`src/irlm_pkg.sv`:
```
// ----------------------------------------------------------------------------
// irlm_pkg: shared types and constants of the I/Q RSSI level meter
// Item structs, the power-to-level table and the block geometry.
// ----------------------------------------------------------------------------
package irlm_pkg;

  localparam int unsigned SAMPLES_PER_BLOCK = 8;
  localparam int unsigned SAMPLE_W          = 32;
  localparam int unsigned POWER_W           = 32;
  localparam int unsigned LEVEL_W           = 8;
  localparam int unsigned SMOOTH_W          = 16;
  localparam int unsigned SUM_W             = 18;
  localparam int unsigned COUNT_W           = 10;
  localparam int unsigned LUT_IDX_W         = 5;
  localparam int unsigned AVG_SHIFT         = 3;   // divide by eight samples
  localparam int unsigned LUT_SHIFT         = 6;

  // average >= 2048 saturates the table index
  localparam int unsigned SAT_BIT = 11 + AVG_SHIFT;

  localparam logic [COUNT_W-1:0] DEFAULT_REPORT_PERIOD = COUNT_W'(50);
  localparam logic [LEVEL_W-1:0] TRACK_MIN_RESET       = LEVEL_W'(255);
  localparam logic [LUT_IDX_W-1:0] LUT_IDX_SAT         = LUT_IDX_W'(31);

  localparam logic [LEVEL_W-1:0] LEVEL_TABLE [32] = '{
    8'd0,   8'd101, 8'd130, 8'd148, 8'd161, 8'd171, 8'd179, 8'd186,
    8'd192, 8'd197, 8'd202, 8'd206, 8'd210, 8'd213, 8'd217, 8'd220,
    8'd222, 8'd225, 8'd227, 8'd230, 8'd232, 8'd234, 8'd236, 8'd238,
    8'd240, 8'd241, 8'd243, 8'd244, 8'd246, 8'd247, 8'd249, 8'd255
  };

  typedef struct packed {
    logic [SAMPLE_W-1:0] sample0;
    logic [SAMPLE_W-1:0] sample1;
    logic [SAMPLE_W-1:0] sample2;
    logic [SAMPLE_W-1:0] sample3;
    logic [SAMPLE_W-1:0] sample4;
    logic [SAMPLE_W-1:0] sample5;
    logic [SAMPLE_W-1:0] sample6;
    logic [SAMPLE_W-1:0] sample7;
  } in_item_t;

  typedef struct packed {
    logic [LEVEL_W-1:0] min_level;
    logic [LEVEL_W-1:0] max_level;
    logic [SUM_W-1:0]   level_sum;
    logic [COUNT_W-1:0] level_count;
  } out_item_t;

  // level stage to tracker stage
  typedef struct packed {
    logic               valid;
    logic [LEVEL_W-1:0] level;
  } level_t;

endpackage

```
`src/irlm_track.sv`:
```
// ----------------------------------------------------------------------------
// irlm_track: level trackers and report register
// IIR smoother, decaying min/max, period sum and count, report period
// register and the output item register.
// ----------------------------------------------------------------------------
module irlm_track (
  input  logic                             clk_i,
  input  logic                             rst_ni,
  input  irlm_pkg::level_t                 level_i,
  output logic                             level_ready_o,
  input  logic                             cfg_we_i,
  input  logic [irlm_pkg::COUNT_W-1:0]     cfg_wdata_i,
  output logic                             out_valid_o,
  input  logic                             out_ready_i,
  output irlm_pkg::out_item_t              out_item_o
);

  logic [irlm_pkg::COUNT_W-1:0]  period_q;
  logic [irlm_pkg::SMOOTH_W-1:0] smooth_q, smooth_d;
  logic [irlm_pkg::LEVEL_W-1:0]  min_q, min_d;
  logic [irlm_pkg::LEVEL_W-1:0]  max_q, max_d;
  logic [irlm_pkg::SUM_W-1:0]    sum_q, sum_d;
  logic [irlm_pkg::COUNT_W-1:0]  count_q, count_d;
  logic                          out_valid_q;
  irlm_pkg::out_item_t           out_q;
  logic [irlm_pkg::LEVEL_W-1:0]  lvl;
  logic [19:0]                   iir_acc;
  logic                          report;
  logic                          go;

  assign lvl = level_i.level;

  always_comb begin
    if (lvl < min_q) begin
      min_d = lvl;
    end else begin
      min_d = min_q + ((lvl - min_q) >> 4);
    end
    if (lvl > max_q) begin
      max_d = lvl;
    end else begin
      max_d = max_q - ((max_q - lvl) >> 4);
    end
    // (level << 8) + 7 * smooth, then >> 3
    iir_acc  = {4'd0, lvl, 8'd0} + {1'b0, smooth_q, 3'd0} - {4'd0, smooth_q};
    smooth_d = iir_acc[18:3];
    sum_d    = sum_q + irlm_pkg::SUM_W'(smooth_d[15:8]);
    count_d  = count_q + irlm_pkg::COUNT_W'(1);
    report   = count_d >= period_q;
  end

  assign go            = level_i.valid && (!report || !out_valid_q || out_ready_i);
  assign level_ready_o = go || !level_i.valid;

  always_ff @(posedge clk_i or negedge rst_ni) begin
    if (!rst_ni) begin
      period_q    <= irlm_pkg::DEFAULT_REPORT_PERIOD;
      smooth_q    <= '0;
      min_q       <= irlm_pkg::TRACK_MIN_RESET;
      max_q       <= '0;
      sum_q       <= '0;
      count_q     <= '0;
      out_valid_q <= 1'b0;
    end else begin
      if (cfg_we_i) begin
        period_q <= cfg_wdata_i;
      end
      if (go) begin
        smooth_q <= smooth_d;
        min_q    <= min_d;
        max_q    <= max_d;
        if (report) begin
          sum_q   <= '0;
          count_q <= '0;
        end else begin
          sum_q   <= sum_d;
          count_q <= count_d;
        end
      end
      if (go && report) begin
        out_valid_q <= 1'b1;
      end else if (out_ready_i) begin
        out_valid_q <= 1'b0;
      end
    end
  end

  always_ff @(posedge clk_i) begin
    if (go && report) begin
      out_q.min_level   <= min_d;
      out_q.max_level   <= max_d;
      out_q.level_sum   <= sum_d;
      out_q.level_count <= count_d;
    end
  end

  assign out_valid_o = out_valid_q;
  assign out_item_o  = out_q;

`ifndef ASSERT_OFF
  a_clear_after_report: assert property (@(posedge clk_i) disable iff (!rst_ni)
    go && report |=> count_q == '0 && sum_q == '0)
    else $error("period sum/count not cleared after report");

  a_no_overwrite: assert property (@(posedge clk_i) disable iff (!rst_ni)
    out_valid_q && !out_ready_i && level_i.valid && report |-> !go)
    else $error("pending report overwritten");

  a_count_nonzero: assert property (@(posedge clk_i) disable iff (!rst_ni)
    out_valid_q |-> out_q.level_count != '0)
    else $error("report with zero count");

  a_report_reaches_period: assert property (@(posedge clk_i) disable iff (!rst_ni)
    go && report |=> out_valid_q && out_q.level_count >= $past(period_q))
    else $error("report emitted below period");
`endif

endmodule

```
`config.mk`:
```
export PLATFORM = sky130hd
export DESIGN_NAME = irlm_track
export DESIGN_NICKNAME = d
export VERILOG_FILES = /design/src/irlm_pkg.sv /design/src/irlm_track.sv
export SDC_FILE = /design/constraint.sdc
export NUM_CORES = 1
export LEC_CHECK = 0
export BUFFER_PORTS_ARGS = -buffer_cell sky130_fd_sc_hd__buf_2
export CORE_ASPECT_RATIO = 1.25
export CORE_MARGIN = 4
export CORE_UTILIZATION = 35
export CTS_CLUSTER_DIAMETER = 40
export DETAILED_ROUTE_END_ITERATION = 6
export GPL_TIMING_DRIVEN = 0
export PLACE_DENSITY_LB_ADDON = 0.1
export SYNTH_ARGS = -nofsm -noshare
export SYNTH_HDL_FRONTEND = slang
export SYNTH_SLANG_ARGS = --single-unit
```
`constraint.sdc`:
```
create_clock -name clk_i -period 5.39 [get_ports clk_i]
set_clock_uncertainty 0.2 [all_clocks]
set_input_delay 0.2695 -clock clk_i [delete_from_list [all_inputs] [get_ports clk_i]]
set_output_delay 0.2695 -clock clk_i [all_outputs]
set_load 0.05 [all_outputs]
```
## Word level (Yosys, flattened, before mapping)

Cells that the tools add are included.

| cells by class | value |
|---|---|
| add/subtract/negate cells | 8 |
| magnitude comparators | 3 |
| multiplexer cells | 6 |
| reductions and logical operators | 9 |

Operators by type and width:

| kind | number |
|---|---|
| adder 16 x 19 -> 19 bit | 1 |
| subtractor 19 x 16 -> 19 bit | 1 |
| adder 18 x 8 -> 18 bit | 1 |
| 2-to-1 mux 18 bit | 1 |
| 2-to-1 mux 8 bit | 2 |
| subtractor 8 bit | 2 |
| adder 10 x 1 -> 10 bit (second input constant) | 1 |
| >= comparator 10 bit | 1 |
| 2-to-1 mux 10 bit | 1 |
| adder 8 x 4 -> 8 bit | 1 |
| greater-than comparator 8 bit | 1 |
| < comparator 8 bit | 1 |
| subtractor 8 x 4 -> 8 bit | 1 |
| zero test 1 bit | 3 |
| logical OR 1 bit | 3 |
| logical AND 1 bit | 2 |
| 2-to-1 mux 1 bit | 2 |
| nonzero test 2 bit | 1 |

| storage, ports and cells | value |
|---|---|
| bits in registers | 115 |
| bits of input ports | 23 |
| output and inout port bits | 46 |
| logic and storage cells | 37 |

## Longest topological paths before layout

| depth | value |
|---|---|
| word-level depth | 8 |
| gate-level depth with buffers | 21 |
| depth with buffers taken out | 20 |

## Least setup slack after synthesis

OpenSTA, ideal clock, no wires.

| timing path | value |
|---|---|
| path kind | reg-to-reg |
| from | reg count_q[2] in the netlist's numbering |
| to | reg out_q (netlist bit out_item_o[0]) (enable) |
| setup time | 446 ps |
| data arrival time | 4356 ps |
| required time | 4744 ps |
| setup slack | 388 ps |
| stages on the path, launching flop included | 14 |
| buffers on the path | 2 |
| clock period less this slack | 5002 ps |
| cells stage by stage | dfrtp_1 > nand3_1 > nor2_1 > nand4_1 > nor2_1 > xor2_1 > ha_1 > a21oi_1 > o21ai_0 > a21oi_1 > o21ai_0 > clkbuf_1 > clkbuf_1 > nor2_1 |

| between the ends | value |
|---|---|
| longest elaborated chain between the ends | 7 |

RTL lines:

| element | line | RTL |
|---|---|---|
| start: declaration | irlm_track.sv:23 | `logic [irlm_pkg::COUNT_W-1:0] count_q, count_d;` |
| start signal: assignment | irlm_track.sv:77 | `count_q <= count_d;` |
| adder 10 x 1 -> 10 bit (*) | irlm_track.sv:48 | `count_d = count_q + irlm_pkg::COUNT_W'(1);` |
| named net count_d, one bit | irlm_track.sv:23 |  |
| >= comparator 10 bit (*) | irlm_track.sv:49 | `report = count_d >= period_q;` |
| zero test 1 bit | irlm_track.sv:52 | `assign go = level_i.valid && (!report \|\| !out_valid_q \|\| out_ready_i);` |
| logical OR 1 bit (2 in a row) | irlm_track.sv:52 |  |
| logical AND 1 bit | irlm_track.sv:52 |  |
| logical AND 1 bit (*) | irlm_track.sv:89 | `if (go && report) begin` |
| end: declaration | irlm_track.sv:25 | `irlm_pkg::out_item_t out_q;` |

Mark *: on every way through the listed nets, which the timed path passes. The rest lies on a longest branch.
A chain may end at the register's enable or synchronous reset.

## Worst setup path after layout

| timing path | value |
|---|---|
| from | in level_i[0] in the netlist's numbering |
| to | reg out_q (netlist bit out_item_o[24]) (data pin) |

| between the ends | value |
|---|---|
| longest elaborated chain between the ends | 3 |

RTL lines:

| element | line | RTL |
|---|---|---|
| start: declaration | irlm_track.sv:9 | `input irlm_pkg::level_t level_i,` |
| adder 16 x 19 -> 19 bit | irlm_track.sv:45 | `iir_acc = {4'd0, lvl, 8'd0} + {1'b0, smooth_q, 3'd0} - {4'd0, smooth_q};` |
| subtractor 19 x 16 -> 19 bit | irlm_track.sv:45 |  |
| named net iir_acc[11] | irlm_track.sv:27 | `logic [19:0] iir_acc;` |
| adder 18 x 8 -> 18 bit | irlm_track.sv:47 | `sum_d = sum_q + irlm_pkg::SUM_W'(smooth_d[15:8]);` |
| named net sum_d, one bit | irlm_track.sv:22 | `logic [irlm_pkg::SUM_W-1:0] sum_q, sum_d;` |

The timed path passes the listed nets, and every way through them passes these cells.

==> flow_metrics.tcl <==
set metrics [dict create \
    fp-row-count 58 \
    fp.coreArea_um2 20100 \
    io_buffers 67 \
    gp_routability_congestion 0.807 \
    cts.htree.levels 4 \
    cts_max_path_buffers 2 \
    timing.critical_path.buf_inv 5 \
    synth_simple_gate_area_share_pct 10.6 \
    busiest_layer "met2" \
    max_clock_freq_mhz 201 \
    final-seq-area_um2 3110 \
    gr-usage-met1_pct 20.1 \
    multiInputGateArea_um2 3690 \
    most-common-layout-cells "sky130_fd_sc_hd__buf_2 (71), sky130_fd_sc_hd__inv_1 (69), sky130_fd_sc_hd__ha_1 (61)" \
    r2r_slack_ps 480 \
    worstPathArrival_ps 4960 \
    filler_cell_count_in_the_final_layout 1928 \
    layout_commonest_cell "sky130_fd_sc_hd__buf_2" \
    first_pass_iters 4 \
    synth_compound_gate_area_share_pct 16.7 \
    num-nets-final 885 \
    timing.final.crit_share_pct 92.5 \
    syn-cell-area_um2 7140 \
    grt_setup_unrepaired "false" \
    worst_setup_path_start_kind "input port" \
    max_cap_viol_count 0 \
    detailedPlacementHpwl_um 13000 \
    drt.antenna.violating_nets 0 \
    clock_insertion_delay_worst_skew_ps 420 \
    critical-path-max-stage-delay_ps 530 \
    synthesized_area_fraction_occupied_by_adder_cells_pct 13.8 \
    detailroute.via_count 5352 \
    timing.critical_path.required_ps 5360 \
    r2r_end "out_item_o[24]" \
    i_o_pin_count 69 \
    initial_utilization_pct 35.5 \
    hold_path.startpoint "level_i[7]" \
    final_hold_viol_count 0 \
    crit_path_top_delay_cell "sky130_fd_sc_hd__dlygate4sd3_1" \
    synth.mux.area_fraction_pct 4.44 \
    synth-edff-count 44 \
    cts_tree "built" \
    worst_slew_margin_pct 55.3 \
    hold_class "in -> reg" \
    detail_route.iter0.violations 285 \
    postSynth.asyncResetShare_pct 61.7 \
    placement.setup.worst_slack_ps 176 \
    crit_type "in -> reg" \
    globalRoute.totalOverflow 0 \
    globalRouteMet2Util_pct 27.6 \
    synth_warnings 0 \
    yosys_register_bits 115 \
    ys_dominant_reg_cell "sky130_fd_sc_hd__dfrtp_1" \
    final_layout_worst_hold_slack_ps 14.9 \
    fp.dieArea_um2 22800 \
    period_minus_slack_ps 4990 \
    fraction_of_layout_instances_using_a_drive_strength_above_1_pct 19.4 \
    insertedDiodeCount 0 \
    reg2regPathDepth 20 \
    grt.total_usage_pct 16.0 \
    worstReg2RegStart "smooth_q[6]" \
    remaining_routing_drc_violations 0 \
    post-route-worst-setup-slack_ps 405 \
    maxSlewViolCount 0 \
    hold_path_depth 3 \
    wl_per_cell_um 16.4 \
    synth_top_family_by_area "compound AO/OA/AOI/OAI gates" \
    die_w_um 136 \
    numCtsBuffers 17 \
    area_delta_synth_final_pct 20.3 \
    worst_setup_hold_path_clk_slew_ps 60 \
    wire_length_reported_by_the_detailed_router_um 17600 \
    status "completed" \
    synth.avg_cell_area_um2 10.4 \
    synth-xor-area-share_pct 6.01 \
    synth_sequential_area_ratio_pct 43.6 \
    worstMarginPinSlew_ps 671 \
    die_boundary_height_um 168 \
    layout.core_utilization_pct 42.7 \
    grt_start_max_net_pins 56 \
    path_cells "dlygate4sd3_1 -> buf_2 -> fa_1 -> ha_1 -> o21ai_0 -> a21o_2 -> a31o_4 -> inv_1 -> a21oi_1 -> xnor2_1 -> ha_1 -> inv_1 -> fa_1 -> nor2b_1 -> o21a_1 -> o21ai_0 -> a21oi_2 -> or2_1 -> clkbuf_1 -> nand3_1 -> xnor2_1" \
    first_pass_grt_wire_length_um 28600 \
    detail_route.vias_per_cell 4.99 \
    path_max_fanout 10 \
    holdPathEnd "min_q[7]" \
    setup_viol_count_final 0 \
    clock_sink_count 115 \
    grt_pass1_vias 5535 \
    cts.root.buffer_cell "sky130_fd_sc_hd__clkbuf_16" \
    antenna_found_initial 0 \
    syn_nets 784 \
    synth_cells 689 \
    worst_path_dominant_cell_family "adder cells" \
    worstSetupEndpointType "flop" \
    globalRouteMet3Util_pct 3.28 \
    yosys.cell_types.count 65 \
]
-- metrics by stage --
stage | setup TNS, ps | std cells | area, um^2
6_report | 0 | 1073 | 8580
2_1_floorplan | 0 | 689 | 7140
4_1_cts | 0 | 1072 | 8570
5_1_grt | 0 | 1073 | 8580
3_5_place_dp | 0 | 1028 | 7870
3_3_place_gp | -86200 | 1026 | 7810
-- registers in the layout, indices dropped and copies added, names as in the netlist --
signal and flops:
count_q 10, out_valid_o 1, max_q 8, sum_q 18, period_q 10, out_item_o 44
smooth_q 16, min_q 8
-- worst reg2reg max path: stages (launching register included) --
cell and delay (ps):
sky130_fd_sc_hd__dfrtp_1 340, sky130_fd_sc_hd__inv_1 80, sky130_fd_sc_hd__fa_1 500, sky130_fd_sc_hd__inv_1 40, sky130_fd_sc_hd__ha_1 330, sky130_fd_sc_hd__a211oi_1 280
sky130_fd_sc_hd__a31o_4 270, sky130_fd_sc_hd__inv_1 50, sky130_fd_sc_hd__a21oi_1 220, sky130_fd_sc_hd__xnor2_1 220, sky130_fd_sc_hd__ha_1 230, sky130_fd_sc_hd__inv_1 50
sky130_fd_sc_hd__fa_1 410, sky130_fd_sc_hd__nor2b_1 130, sky130_fd_sc_hd__o21a_1 140, sky130_fd_sc_hd__o21ai_0 130, sky130_fd_sc_hd__a21oi_2 270, sky130_fd_sc_hd__or2_1 140
sky130_fd_sc_hd__clkbuf_1 330, sky130_fd_sc_hd__nand3_1 150, sky130_fd_sc_hd__xnor2_1 160
-- cells by family (layout without fill, tap and decap cells) --
group	count (synthesis)	count (layout)
compound gates	186	186
simple gates	152	152
flops	115	115
buf+inv	86	200
fa+ha+maj	72	72
xor+xnor	49	49
mux	29	29
-- worst max path at each step --
stage	startpoint	endpoint	slack, ps	cells after the start
final	level_i[0]	out_item_o[24]	400	21
after global routing	level_i[0]	out_item_o[24]	90	21
after CTS	level_i[0]	out_item_o[25]	150	18
after detailed placement	level_i[1]	out_item_o[21]	180	19
after global placement	count_q[2]	out_item_o[39]	-1960	13
after floorplan	count_q[2]	out_item_o[0]	390	13
-- repair_timing --
item,CTS,global route
gates resized for setup,0,3
hold buffers,12,0
hold endpoints to repair,71,0
setup buffers,0,1
endpoints found under the setup margin,0,35
-- cell usage after synthesis (2+ instances only) --
cell type	n	share of area (%)
sky130_fd_sc_hd__inv_1	69	3.6
sky130_fd_sc_hd__ha_1	61	11
sky130_fd_sc_hd__dfrtp_1	60	21
sky130_fd_sc_hd__o21ai_0	50	3.5
sky130_fd_sc_hd__a21oi_1	48	3.4
sky130_fd_sc_hd__nand2_1	48	2.5
sky130_fd_sc_hd__edfxtp_1	44	19
sky130_fd_sc_hd__nor2_1	37	1.9
sky130_fd_sc_hd__xnor2_1	33	4.1
sky130_fd_sc_hd__mux2_2	17	2.7
sky130_fd_sc_hd__a21o_1	16	1.7
sky130_fd_sc_hd__xor2_1	16	2.0
sky130_fd_sc_hd__a22o_1	14	1.7
sky130_fd_sc_hd__nand2b_1	12	1.1
sky130_fd_sc_hd__dfstp_2	11	4.1
sky130_fd_sc_hd__fa_1	11	3.1
sky130_fd_sc_hd__mux2i_1	11	1.5
sky130_fd_sc_hd__a31oi_1	9	0.79
sky130_fd_sc_hd__clkbuf_1	9	0.47
sky130_fd_sc_hd__nand3_1	8	0.56
sky130_fd_sc_hd__nor3_1	8	0.56
sky130_fd_sc_hd__nor2b_1	7	0.61
sky130_fd_sc_hd__nand4_1	6	0.53
sky130_fd_sc_hd__o22ai_1	6	0.53
sky130_fd_sc_hd__a211oi_1	5	0.53
sky130_fd_sc_hd__and3_1	5	0.44
sky130_fd_sc_hd__buf_2	5	0.35
sky130_fd_sc_hd__o21a_1	5	0.53
sky130_fd_sc_hd__a31o_2	4	0.49
sky130_fd_sc_hd__a41oi_1	4	0.49
sky130_fd_sc_hd__and2_1	4	0.35
sky130_fd_sc_hd__o211ai_1	4	0.42
sky130_fd_sc_hd__a22oi_1	3	0.32
sky130_fd_sc_hd__o21bai_1	3	0.32
sky130_fd_sc_hd__or4_1	3	0.32
sky130_fd_sc_hd__buf_4	2	0.21
sky130_fd_sc_hd__o21ai_1	2	0.14
sky130_fd_sc_hd__or3_1	2	0.18
-- per-layer routing --
metal	routed length (um)	share of wire, %
met1	7790	44
met5	0	0
met3	723	4.1
met2	8840	50
met4	247	1.4
-- layout make-up --
type	instances	area share, %
multi-input cells	488	43.0
flip-flops and latches	115	36.3
repair buffers	82	5.98
clock buffers	17	4.96
well taps	270	3.94
inverters	69	3.02
clock inverters	15	1.85
plain buffers	17	1.02
Power is left out: the tool's default activity adds up to more than one toggle a clock period on the data nets, which glitch-free logic cannot reach.
